--- config.mk ---
export PLATFORM = sky130hd
export DESIGN_NAME = ir_carrier_demodulator_flat
export DESIGN_NICKNAME = d
export VERILOG_FILES = /design/src/rtl/ircd_pkg.sv /design/src/rtl/ircd_in_if.sv /design/src/rtl/ircd_out_if.sv /design/src/rtl/ircd_demod.sv /design/src/rtl/ircd_period.sv /design/src/rtl/ir_carrier_demodulator.sv /design/src/flat_wrapper.sv
export SDC_FILE = /design/constraint.sdc
export NUM_CORES = 2
export LEC_CHECK = 0
export BUFFER_PORTS_ARGS = -buffer_cell sky130_fd_sc_hd__buf_2
export CAP_MARGIN = 20
export CORE_MARGIN = 4
export CORE_UTILIZATION = 50
export CTS_BUF_LIST = sky130_fd_sc_hd__clkbuf_8
export CTS_CLUSTER_SIZE = 10
export DETAILED_ROUTE_END_ITERATION = 8
export PLACE_DENSITY = 0.81
export SETUP_SLACK_MARGIN = 0.4
export SYNTH_ARGS = -nofsm -noshare
export SYNTH_HDL_FRONTEND = slang
export SYNTH_SLANG_ARGS = --single-unit
--- constraint.sdc ---
create_clock -name clk_i -period 5.6 [get_ports clk_i]
set_input_delay 0.56 -clock clk_i [delete_from_list [all_inputs] [get_ports clk_i]]
set_output_delay 0.56 -clock clk_i [all_outputs]
set_load 0.03 [all_outputs]
--- src/rtl/ircd_pkg.sv ---
// ----------------------------------------------------------------------------
// ircd_pkg
// shared types and constants of the ir carrier demodulator
// ----------------------------------------------------------------------------
package ircd_pkg;

  // configuration register indexes
  typedef enum logic [0:0] {
    CFG_GAP_THRESHOLD = 1'b0,
    CFG_MARK_LIMIT    = 1'b1
  } cfg_idx_e;

  // capture channel operation codes
  typedef enum logic [0:0] {
    OP_CAPTURE   = 1'b0,
    OP_GROUP_END = 1'b1
  } op_e;

  localparam logic [30:0] GAP_THRESHOLD_RST = 31'd3000;
  localparam logic [31:0] MARK_LIMIT_RST    = 32'd4000000;
  localparam logic [29:0] PERIOD_MAX        = 30'h3FFF_FFFF;
  localparam logic [37:0] TOTAL_MAX         = 38'h3F_FFFF_FFFF;

  typedef struct packed {
    logic [30:0] gap_threshold;
    logic [31:0] mark_limit;
  } cfg_t;

  // one logical symbol on its way to the period converter
  typedef struct packed {
    logic        is_mark;
    logic [31:0] ticks;
    logic        last;
  } sym_t;

endpackage

--- src/rtl/ircd_in_if.sv ---
// ----------------------------------------------------------------------------
// ircd_in_if
// capture word channel: valid/ready with capture payload
// ----------------------------------------------------------------------------
interface ircd_in_if;
  logic        valid;
  logic        ready;
  logic        operation;
  logic        carrier_on;
  logic [30:0] capture_duration;

  modport source (output valid, operation, carrier_on, capture_duration, input ready);
  modport sink (input valid, operation, carrier_on, capture_duration, output ready);
endinterface

--- src/rtl/ircd_out_if.sv ---
// ----------------------------------------------------------------------------
// ircd_out_if
// symbol channel: valid/ready with symbol payload
// ----------------------------------------------------------------------------
interface ircd_out_if;
  logic        valid;
  logic        ready;
  logic        is_mark;
  logic [31:0] symbol_ticks;
  logic [29:0] carrier_periods;
  logic [31:0] transmit_word;
  logic [37:0] period_total;
  logic        last_symbol;

  modport source (output valid, is_mark, symbol_ticks, carrier_periods, transmit_word,
                  period_total, last_symbol, input ready);
  modport sink (input valid, is_mark, symbol_ticks, carrier_periods, transmit_word,
                period_total, last_symbol, output ready);
endinterface

--- src/rtl/ircd_demod.sv ---
// ----------------------------------------------------------------------------
// ircd_demod
// merges capture words into marks and spaces, holds back one symbol per group
// ----------------------------------------------------------------------------
module ircd_demod #(
  parameter int MAX_SYMBOLS = 256
) (
  input  logic           clk_i,
  input  logic           rst_ni,
  input  ircd_pkg::cfg_t cfg_i,
  ircd_in_if.sink        cap_i,
  output logic           sym_valid_o,
  input  logic           sym_ready_i,
  output ircd_pkg::sym_t sym_o
);
  import ircd_pkg::*;

  localparam int CNT_W = $clog2(MAX_SYMBOLS + 1);
  localparam logic [CNT_W-1:0] MAX_CNT = CNT_W'(MAX_SYMBOLS);

  typedef struct packed {
    logic             hv;
    logic             hm;
    logic [31:0]      ht;
    logic [CNT_W-1:0] cnt;
  } grp_t;

  typedef struct packed {
    grp_t g;
    logic emit;
    sym_t sym;
  } take_t;

  // one symbol offered to the group: may release the held one
  function automatic take_t take_symbol(grp_t g, logic mark, logic [31:0] ticks,
                                        logic [31:0] limit);
    take_t r;
    r.g           = g;
    r.emit        = 1'b0;
    r.sym.is_mark = g.hm;
    r.sym.ticks   = g.ht;
    r.sym.last    = 1'b0;
    if (!(mark && (ticks > limit)) && (g.cnt != MAX_CNT)) begin
      r.emit  = g.hv;
      r.g.hv  = 1'b1;
      r.g.hm  = mark;
      r.g.ht  = ticks;
      r.g.cnt = g.cnt + 1'b1;
    end
    return r;
  endfunction

  grp_t        grp_q, grp_d;
  logic [31:0] acc_q, acc_d;
  logic [31:0] pend_q, pend_d;
  logic        open_q, open_d;
  sym_t        slot0_q, slot0_d, slot1_q, slot1_d;
  logic [1:0]  cnt_q, cnt_d;

  logic        accept, pop;
  logic [31:0] dur;
  logic [32:0] gap_sum, acc_sum;
  logic [31:0] gap_sat, acc_sat;
  take_t       a0, a1, a_pass;
  logic        e0, e1;
  sym_t        s0, s1, s_end;

  assign dur     = {1'b0, cap_i.capture_duration};
  assign gap_sum = {1'b0, dur} + {1'b0, pend_q};
  assign gap_sat = gap_sum[32] ? '1 : gap_sum[31:0];
  assign acc_sum = {1'b0, acc_q} + {1'b0, gap_sat};
  assign acc_sat = acc_sum[32] ? '1 : acc_sum[31:0];

  assign pop         = (cnt_q != 2'd0) && sym_ready_i;
  assign cap_i.ready = (cnt_q == 2'd0) || ((cnt_q == 2'd1) && sym_ready_i);
  assign accept      = cap_i.valid && cap_i.ready;
  assign sym_valid_o = (cnt_q != 2'd0);
  assign sym_o       = slot0_q;

  always_comb begin
    a_pass.g    = grp_q;
    a_pass.emit = 1'b0;
    a_pass.sym  = slot0_q;
    // open mark closes first
    a0 = open_q ? take_symbol(grp_q, 1'b1, acc_q, cfg_i.mark_limit) : a_pass;
    a1 = take_symbol(a0.g, 1'b0, dur, cfg_i.mark_limit);
    s_end.is_mark = a0.g.hm;
    s_end.ticks   = a0.g.ht;
    s_end.last    = 1'b1;

    grp_d  = grp_q;
    acc_d  = acc_q;
    pend_d = pend_q;
    open_d = open_q;
    e0     = 1'b0;
    e1     = 1'b0;
    s0     = a0.sym;
    s1     = a1.sym;

    if (cap_i.operation == OP_GROUP_END) begin
      e0     = a0.emit;
      e1     = a0.g.hv;
      s1     = s_end;
      grp_d  = '0;
      acc_d  = '0;
      pend_d = '0;
      open_d = 1'b0;
    end else if (cap_i.carrier_on) begin
      acc_d  = acc_sat;
      pend_d = '0;
      open_d = 1'b1;
    end else if (cap_i.capture_duration <= cfg_i.gap_threshold) begin
      pend_d = gap_sat;
    end else begin
      e0     = a0.emit;
      e1     = a1.emit;
      grp_d  = a1.g;
      acc_d  = '0;
      pend_d = '0;
      open_d = 1'b0;
    end

    // two-entry symbol buffer, head in slot0
    slot0_d = slot0_q;
    slot1_d = slot1_q;
    cnt_d   = cnt_q;
    if (accept) begin
      cnt_d   = 2'(e0) + 2'(e1);
      slot0_d = e0 ? s0 : s1;
      slot1_d = s1;
    end else if (pop) begin
      slot0_d = slot1_q;
      cnt_d   = cnt_q - 2'd1;
    end
  end

  always_ff @(posedge clk_i or negedge rst_ni) begin
    if (!rst_ni) begin
      grp_q  <= '0;
      acc_q  <= '0;
      pend_q <= '0;
      open_q <= 1'b0;
      cnt_q  <= 2'd0;
    end else begin
      cnt_q <= cnt_d;
      if (accept) begin
        grp_q  <= grp_d;
        acc_q  <= acc_d;
        pend_q <= pend_d;
        open_q <= open_d;
      end
    end
  end

  always_ff @(posedge clk_i) begin
    slot0_q <= slot0_d;
    slot1_q <= slot1_d;
  end

  a_buf_bound: assert property (@(posedge clk_i) disable iff (!rst_ni)
    cnt_q <= 2'd2)
    else $error("symbol buffer overfilled");

  a_grp_bound: assert property (@(posedge clk_i) disable iff (!rst_ni)
    grp_q.cnt <= MAX_CNT)
    else $error("group symbol count beyond limit");

  a_held_cnt: assert property (@(posedge clk_i) disable iff (!rst_ni)
    !grp_q.hv |-> (grp_q.cnt == '0))
    else $error("symbols counted with nothing held");

endmodule

--- src/rtl/ircd_period.sv ---
// ----------------------------------------------------------------------------
// ircd_period
// pipelined tick to carrier period conversion and running period total
// ----------------------------------------------------------------------------
module ircd_period #(
  parameter int CARRIER_TICKS = 1050
) (
  input  logic           clk_i,
  input  logic           rst_ni,
  input  logic           sym_valid_i,
  output logic           sym_ready_o,
  input  ircd_pkg::sym_t sym_i,
  ircd_out_if.source     sym_o
);
  import ircd_pkg::*;

  localparam longint unsigned RECIP_L = (64'd1 << 33) / 64'(CARRIER_TICKS);
  localparam int RW   = $clog2(RECIP_L + 1);
  localparam int PW   = RW + 34;
  localparam int CT_W = $clog2(CARRIER_TICKS + 1);
  localparam logic [RW-1:0]   RECIP = RW'(RECIP_L);
  localparam logic [CT_W-1:0] CT    = CT_W'(CARRIER_TICKS);
  localparam logic [32:0]     HALF  = 33'(CARRIER_TICKS / 2);

  // stage valids and advance enables
  logic v1_q, v2_q, v3_q, v4_q, v5_q, vo_q;
  logic r1, r2, r3, r4, r5, ro;

  sym_t           sym1_q, sym2_q, sym3_q, sym4_q, sym5_q;
  logic [32:0]    n1_q, n2_q, n3_q, n4_q;
  logic [16+RW-1:0] pplo_q;
  logic [17+RW-1:0] pphi_q;
  logic [32:0]    qe3_q, qe4_q;
  logic [33:0]    prod4_q;
  logic [29:0]    per5_q;
  logic [37:0]    run_q;

  logic [PW-1:0]  full;
  logic [33:0]    rem, rem_fix, q;
  logic           corr;
  logic [29:0]    per;
  logic [38:0]    tot_sum;
  logic [37:0]    tot_sat;

  logic        o_mark_q, o_last_q;
  logic [31:0] o_ticks_q;
  logic [29:0] o_per_q;
  logic [37:0] o_tot_q;

  assign ro = !vo_q || sym_o.ready;
  assign r5 = !v5_q || ro;
  assign r4 = !v4_q || r5;
  assign r3 = !v3_q || r4;
  assign r2 = !v2_q || r3;
  assign r1 = !v1_q || r2;
  assign sym_ready_o = r1;

  assign full    = PW'({pphi_q, 16'b0}) + PW'(pplo_q);
  assign rem     = {1'b0, n4_q} - prod4_q;
  assign corr    = rem >= 34'(CT);
  assign rem_fix = corr ? rem - 34'(CT) : rem;
  assign q       = {1'b0, qe4_q} + 34'(corr);

  always_comb begin
    if (q == '0) begin
      per = 30'd1;
    end else if (q > 34'(PERIOD_MAX)) begin
      per = PERIOD_MAX;
    end else begin
      per = q[29:0];
    end
  end

  assign tot_sum = {1'b0, run_q} + 39'(per5_q);
  assign tot_sat = tot_sum[38] ? TOTAL_MAX : tot_sum[37:0];

  always_ff @(posedge clk_i or negedge rst_ni) begin
    if (!rst_ni) begin
      v1_q  <= 1'b0;
      v2_q  <= 1'b0;
      v3_q  <= 1'b0;
      v4_q  <= 1'b0;
      v5_q  <= 1'b0;
      vo_q  <= 1'b0;
      run_q <= '0;
    end else begin
      if (r1) v1_q <= sym_valid_i;
      if (r2) v2_q <= v1_q;
      if (r3) v3_q <= v2_q;
      if (r4) v4_q <= v3_q;
      if (r5) v5_q <= v4_q;
      if (ro) vo_q <= v5_q;
      // total restarts after the group's last symbol
      if (ro && v5_q) run_q <= sym5_q.last ? '0 : tot_sat;
    end
  end

  always_ff @(posedge clk_i) begin
    if (r1) begin
      sym1_q <= sym_i;
      n1_q   <= {1'b0, sym_i.ticks} + HALF;
    end
    if (r2) begin
      sym2_q <= sym1_q;
      n2_q   <= n1_q;
      pplo_q <= {{RW{1'b0}}, n1_q[15:0]} * {{16{1'b0}}, RECIP};
      pphi_q <= {{RW{1'b0}}, n1_q[32:16]} * {{17{1'b0}}, RECIP};
    end
    if (r3) begin
      sym3_q <= sym2_q;
      n3_q   <= n2_q;
      qe3_q  <= 33'(full >> 33);
    end
    if (r4) begin
      sym4_q  <= sym3_q;
      n4_q    <= n3_q;
      qe4_q   <= qe3_q;
      prod4_q <= {1'b0, qe3_q} * {{(34-CT_W){1'b0}}, CT};
    end
    if (r5) begin
      sym5_q <= sym4_q;
      per5_q <= per;
    end
    if (ro && v5_q) begin
      o_mark_q  <= sym5_q.is_mark;
      o_last_q  <= sym5_q.last;
      o_ticks_q <= sym5_q.ticks;
      o_per_q   <= per5_q;
      o_tot_q   <= tot_sat;
    end
  end

  assign sym_o.valid           = vo_q;
  assign sym_o.is_mark         = o_mark_q;
  assign sym_o.symbol_ticks    = o_ticks_q;
  assign sym_o.carrier_periods = o_per_q;
  assign sym_o.transmit_word   = {o_mark_q, o_last_q, o_per_q};
  assign sym_o.period_total    = o_tot_q;
  assign sym_o.last_symbol     = o_last_q;

  a_rem_range: assert property (@(posedge clk_i) disable iff (!rst_ni)
    v4_q |-> (rem_fix < 34'(CT)))
    else $error("reciprocal quotient off by more than one");

  a_total_cleared: assert property (@(posedge clk_i) disable iff (!rst_ni)
    (vo_q && o_last_q) |-> (run_q == '0))
    else $error("period total not restarted after last symbol");

endmodule

--- src/rtl/ir_carrier_demodulator.sv ---
// ----------------------------------------------------------------------------
// ir_carrier_demodulator
// turns raw ir capture words into logical mark and space symbols
// ----------------------------------------------------------------------------
// Capture words (carrier flag, duration in ticks) and group-end events enter on
// cap_i; carrier bursts and the short gaps between them merge into one mark, a
// gap above gap_threshold closes the mark and becomes a space, marks above
// mark_limit are dropped and at most MAX_SYMBOLS symbols are kept per group.
// One symbol is always held back so the final one can carry the end marker.
// Rate: one capture word per cycle while each word yields at most one symbol;
// and the converter takes symbols; a word that yields two symbols (long gap
// after an open mark, or group end with an open mark) holds the input until
// the second drains, since the two-entry symbol buffer passes one symbol a
// cycle into the converter while it is ready. A word's first symbol is held
// in that buffer, then passes the six-stage period converter (split reciprocal
// multiply, correction, clamp, total) to sym_o; a word's second symbol follows it.
// No clearing pass after reset: the block is ready in the first cycle.
module ir_carrier_demodulator #(
  parameter int MAX_SYMBOLS   = 256,
  parameter int CARRIER_TICKS = 1050
) (
  input  logic               clk_i,
  input  logic               rst_ni,
  input  logic               cfg_we_i,
  input  ircd_pkg::cfg_idx_e cfg_idx_i,
  input  logic [31:0]        cfg_data_i,
  ircd_in_if.sink            cap_i,
  ircd_out_if.source         sym_o
);
  import ircd_pkg::*;

  cfg_t cfg_q;
  logic sym_valid, sym_ready;
  sym_t sym;

  // configuration registers; the user must write them only while idle, the block does not enforce it
  always_ff @(posedge clk_i or negedge rst_ni) begin
    if (!rst_ni) begin
      cfg_q.gap_threshold <= GAP_THRESHOLD_RST;
      cfg_q.mark_limit    <= MARK_LIMIT_RST;
    end else if (cfg_we_i) begin
      case (cfg_idx_i)
        CFG_GAP_THRESHOLD: cfg_q.gap_threshold <= cfg_data_i[30:0];
        CFG_MARK_LIMIT:    cfg_q.mark_limit    <= cfg_data_i;
        default: ;
      endcase
    end
  end

  // mark/space merging and held-symbol bookkeeping
  ircd_demod #(
    .MAX_SYMBOLS(MAX_SYMBOLS)
  ) u_demod (
    .clk_i       (clk_i),
    .rst_ni      (rst_ni),
    .cfg_i       (cfg_q),
    .cap_i       (cap_i),
    .sym_valid_o (sym_valid),
    .sym_ready_i (sym_ready),
    .sym_o       (sym)
  );

  // carrier period rounding, packing and running total
  ircd_period #(
    .CARRIER_TICKS(CARRIER_TICKS)
  ) u_period (
    .clk_i       (clk_i),
    .rst_ni      (rst_ni),
    .sym_valid_i (sym_valid),
    .sym_ready_o (sym_ready),
    .sym_i       (sym),
    .sym_o       (sym_o)
  );

endmodule
--- src/flat_wrapper.sv ---
// flat-port wrapper written by rule: the top's interface ports become plain ports
module ir_carrier_demodulator_flat import ircd_pkg::*;
#(
  parameter int MAX_SYMBOLS   = 256,
  parameter int CARRIER_TICKS = 1050
)
  (clk_i, rst_ni, cfg_we_i, cfg_idx_i, cfg_data_i, cap_i_valid, cap_i_operation, cap_i_carrier_on, cap_i_capture_duration, cap_i_ready, sym_o_valid, sym_o_is_mark, sym_o_symbol_ticks, sym_o_carrier_periods, sym_o_transmit_word, sym_o_period_total, sym_o_last_symbol, sym_o_ready);
  ircd_in_if cap_i_i ();
  ircd_out_if sym_o_i ();
  input  logic clk_i;
  input  logic rst_ni;
  input  logic cfg_we_i;
  input  ircd_pkg::cfg_idx_e cfg_idx_i;
  input  logic [31:0] cfg_data_i;
  input wire logic [$bits(cap_i_i.valid)-1:0] cap_i_valid;
  input wire logic [$bits(cap_i_i.operation)-1:0] cap_i_operation;
  input wire logic [$bits(cap_i_i.carrier_on)-1:0] cap_i_carrier_on;
  input wire logic [$bits(cap_i_i.capture_duration)-1:0] cap_i_capture_duration;
  output wire logic [$bits(cap_i_i.ready)-1:0] cap_i_ready;
  output wire logic [$bits(sym_o_i.valid)-1:0] sym_o_valid;
  output wire logic [$bits(sym_o_i.is_mark)-1:0] sym_o_is_mark;
  output wire logic [$bits(sym_o_i.symbol_ticks)-1:0] sym_o_symbol_ticks;
  output wire logic [$bits(sym_o_i.carrier_periods)-1:0] sym_o_carrier_periods;
  output wire logic [$bits(sym_o_i.transmit_word)-1:0] sym_o_transmit_word;
  output wire logic [$bits(sym_o_i.period_total)-1:0] sym_o_period_total;
  output wire logic [$bits(sym_o_i.last_symbol)-1:0] sym_o_last_symbol;
  input wire logic [$bits(sym_o_i.ready)-1:0] sym_o_ready;
  assign cap_i_i.valid = cap_i_valid;
  assign cap_i_i.operation = cap_i_operation;
  assign cap_i_i.carrier_on = cap_i_carrier_on;
  assign cap_i_i.capture_duration = cap_i_capture_duration;
  assign cap_i_ready = cap_i_i.ready;
  assign sym_o_valid = sym_o_i.valid;
  assign sym_o_is_mark = sym_o_i.is_mark;
  assign sym_o_symbol_ticks = sym_o_i.symbol_ticks;
  assign sym_o_carrier_periods = sym_o_i.carrier_periods;
  assign sym_o_transmit_word = sym_o_i.transmit_word;
  assign sym_o_period_total = sym_o_i.period_total;
  assign sym_o_last_symbol = sym_o_i.last_symbol;
  assign sym_o_i.ready = sym_o_ready;
  ir_carrier_demodulator #(.MAX_SYMBOLS(MAX_SYMBOLS), .CARRIER_TICKS(CARRIER_TICKS)) u_core (.clk_i(clk_i), .rst_ni(rst_ni), .cfg_we_i(cfg_we_i), .cfg_idx_i(cfg_idx_i), .cfg_data_i(cfg_data_i), .cap_i(cap_i_i), .sym_o(sym_o_i));
endmodule
==> metrics.md <==
| Metric | Value |
|---|---|
| Synth Area in Compound Gates | `10.9%` |
| Largest net degree at the start of global routing | `109` |
| RSZ-0062 raised after global routing | `yes` |
| Final setup viols | `16` |
| Final Cycle Share | `104%` |
| Final GP Congestion | `0.921` |
| Reg2Reg Depth | `22` |
| Total GRT Usage | `22.7%` |
| Critical path required time | `6180 ps` |
| Share of flip-flops with an asynchronous set or reset | `25.7%` |
| Sink of the worst hold path | `u_core.u_demod.a_pass[51]` |
| Die Height | `340 um` |
| Total core area | `109000 sq um` |
| Initial antenna violation count | `2` |
| Reg-to-reg setup timing slack | `-230 ps` |
| Netlist Area Pre-Place | `55100 sq um` |
| WS Path Type | `reg -> reg` |
| Hold WC Path Type | `in -> reg` |
| Fin crit period | `5830 ps` |
| DR iter-0 viols | `2726` |
| Max-Cap Viols | `0` |
| Slew @ Worst Pin | `1060 ps` |
| ANT nets after route | `0` |
| IO Count | `207` |
| Pre-antenna DRT Iters | `6` |
| Area Overhead vs Synth | `19.9%` |
| Mapped Cells | `4845` |
| Register area share after synthesis | `44.1%` |
| Routed len/inst | `18.9 um` |
| Reg clk slew, reported paths | `60 ps` |
| Clock root buffer | `clkbuf_8` |
| CP endpoint kind | `flip-flop` |
| Syn Area/Cell | `11.4 sq um` |
| Yosys warnings | `0` |
| First-pass GRT wire length | `211000 um` |
| Relative max-transition margin | `29.5%` |
| Detailed Route WL | `134000 um` |
| CP Max Fanout | `3` |
| # DRC | `0` |
| Fmax | `172 MHz` |
| Number of port buffers | `196` |
| Top post-synthesis cells by area | `edfxtp_1 34%, ha_1 14%, fa_1 11%` |
| Via count | `39.1k` |
| Post-synthesis register bit count | `844` |
| Min-delay src | `cap_i_capture_duration[7]` |
| Adder-Cell Fraction of Synth Area | `25.0%` |
| Hold depth | `3` |
| Max-slew violation count | `0` |
| Post-synthesis simple-gate area fraction | `8.92%` |
| Post-synthesis mux area share | `1.46%` |
| XOR/XNOR Fraction of Synth Area | `3.90%` |
| CTS tree | `yes` |
| Setup crit start kind | `flip-flop` |
| GRT overflow | `0` |
| Hold Slack | `132 ps` |
| Die ar. | `115000 sq um` |
| H-tree depth | `4` |
| RR Startpoint | `u_core.u_period.n1_q[20]` |
| Reg-to-reg endpoint | `u_core.u_period.pphi_q[38]` |
| Failing checks | `negative setup slack` |
| Largest family of logic cells by synthesized area | `adder cells` |
| Rows | `121` |
| Post-synth EDFFs | `627` |
| Later-pin clock latency in the skew report | `840 ps` |
| Layout cells sized above 1 | `21.4%` |
| Most used DFF post-synth | `edfxtp_1` |
| Status | `finished with violations` |
| Synth area leader | `edfxtp_1` |
| CTS Buf Count | `143` |
| Clk buf depth | `3` |
| Vias in the first global route | `40.6k` |
| Clock Skews | `59.7 ps` |
| CP arrival | `6400 ps` |
| Final Hold Vio Count | `0` |
| Setup ws final | `-225 ps` |
| Synth cell types | `85` |
| Top cell type's share of synthesized area | `34.2%` |
| Layout net count | `6495` |
| # clock sinks | `844` |
| Vias per cell | `5.52` |
| Die Width | `340 um` |
| HPWL after DPL | `96800 um` |
| Starting Density | `50.4%` |
## registers in the layout, summed over array words and instances, names as in the netlist, 32 cells and up
name	cells
u_core.u_demod.pend_q	32
u_core.u_period.n3_q	32
u_core.u_period.sym4_q	34
u_core.u_period.n2_q	32
u_core.u_period.sym_o.period_total	38
u_core.u_period.prod4_q	33
u_core.u_period.sym5_q	34
u_core.u_period.sym3_q	34
u_core.u_demod.a_pass	43
u_core.cfg_q	63
u_core.u_period.run_q	38
u_core.u_demod.acc_q	32
u_core.u_period.sym2_q	34
u_core.u_period.n1_q	33
u_core.u_demod.slot1_q	34
u_core.u_period.pphi_q	37
u_core.u_period.n4_q	32
u_core.u_period.sym_o.symbol_ticks	32
u_core.u_period.sym1_q	34
u_core.u_demod.sym_o	34
## layout by cell type (no fill, tap or decap), types with 167 or more instances in the layout
cell	Yosys	routed
ha_1	632	562
inv_1	640	658
a21oi_1	212	167
nand2_1	395	383
edfxtp_1	627	627
dfrtp_1	203	203
buf_4	37	354
o21ai_0	223	170
fa_1	293	272
nor2_1	187	177
buf_2	3	195
## routing by layer
layer | vias to the layer above | global-route usage (%) | wire (um)
li1 | 18300 | - | -
met1 | 19200 | 28.2 | 53400
met2 | 1311 | 39.4 | 67500
met3 | 344 | 3.55 | 7920
met4 | 0 | 9.39 | 5020
met5 | - | 0 | 0
## cells in the mapped netlist, types with 118 or more instances
| library cell | instances |
|---|---|
| xnor2_1 | 166 |
| dfrtp_1 | 203 |
| nand3_1 | 118 |
| fa_1 | 293 |
| nor2_1 | 187 |
| a21o_1 | 128 |
| inv_1 | 640 |
| edfxtp_1 | 627 |
| o21ai_0 | 223 |
| a21oi_1 | 212 |
| nand2_1 | 395 |
| ha_1 | 632 |
## logic make-up (layout without fill, tap and decap cells)
group	count (synthesis)	in the layout
simple gates	1037	1037
compound gates	931	931
fa+ha+maj	925	925
flops	844	844
buf+inv	786	1546
xor+xnor	245	245
mux	76	76
other cells	1	13
## metrics by stage
stage	instance area [sq um]	util (%)	setup TNS (ps)	worst slack (ps)	instances
floorplan	55600	-	0	120	4854
global placement	59900	54.9	-2300	-157	6661
detailed placement	59900	54.9	-7150	-281	6661
CTS	64700	59.2	-394	-109	7027
global route	66000	60.5	-11020	-371	7092
finish	66000	60.5	-1630	-225	7093
## worst max-delay path: stages, from the launching register on
cell       delay (ps)
edfxtp_1          450
buf_6             160
buf_6             110
ha_4              270
buf_6             100
inv_2              40
fa_1              520
inv_1              50
fa_1              480
inv_1              50
fa_1              490
inv_1              50
fa_1              500
fa_1              470
ha_4              310
nand4_1           180
o21bai_4          260
o2111ai_4         160
or3_4             420
a31oi_4           170
a21o_1            160
a21oi_2            60
xnor2_1           120
## repair_timing
item	4_1_cts	5_1_grt
cloned	3	2
endpoints found under the setup margin	72	82
hold buffers	34	0
setup buffers	69	60
endpoints found under the hold margin	135	0
pin swaps	134	167
resized for setup	182	176
## how the worst max path moves through the flow
| stage | slack [ps] | cells past startpoint | startpoint | to |
|---|---|---|---|---|
| floorplan | 120 | 20 | u_core.u_period.n1_q[4] | u_core.u_period.pplo_q[38] |
| global placement | -160 | 28 | cap_i_capture_duration[0] | u_core.u_demod.acc_q[4] |
| detailed placement | -280 | 28 | cap_i_capture_duration[0] | u_core.u_demod.acc_q[4] |
| CTS | -110 | 21 | u_core.u_period.n1_q[6] | u_core.u_period.pplo_q[37] |
| global route | -370 | 22 | u_core.u_period.n1_q[20] | u_core.u_period.pphi_q[38] |
| finish | -230 | 22 | u_core.u_period.n1_q[20] | u_core.u_period.pphi_q[38] |
## layout make-up
type	instances	area, sq um
clock inverter	101	826
tap	1476	1850
fill	8201	43100
inverter	641	2410
multi-input combinational	3224	29700
clock buffer	159	2190
antenna	3	7.51
timing repair buffer	645	4810
sequential	844	24300
Power is not shown: default switching activity piles up to over one toggle a cycle in this logic, so the estimate is an artifact.
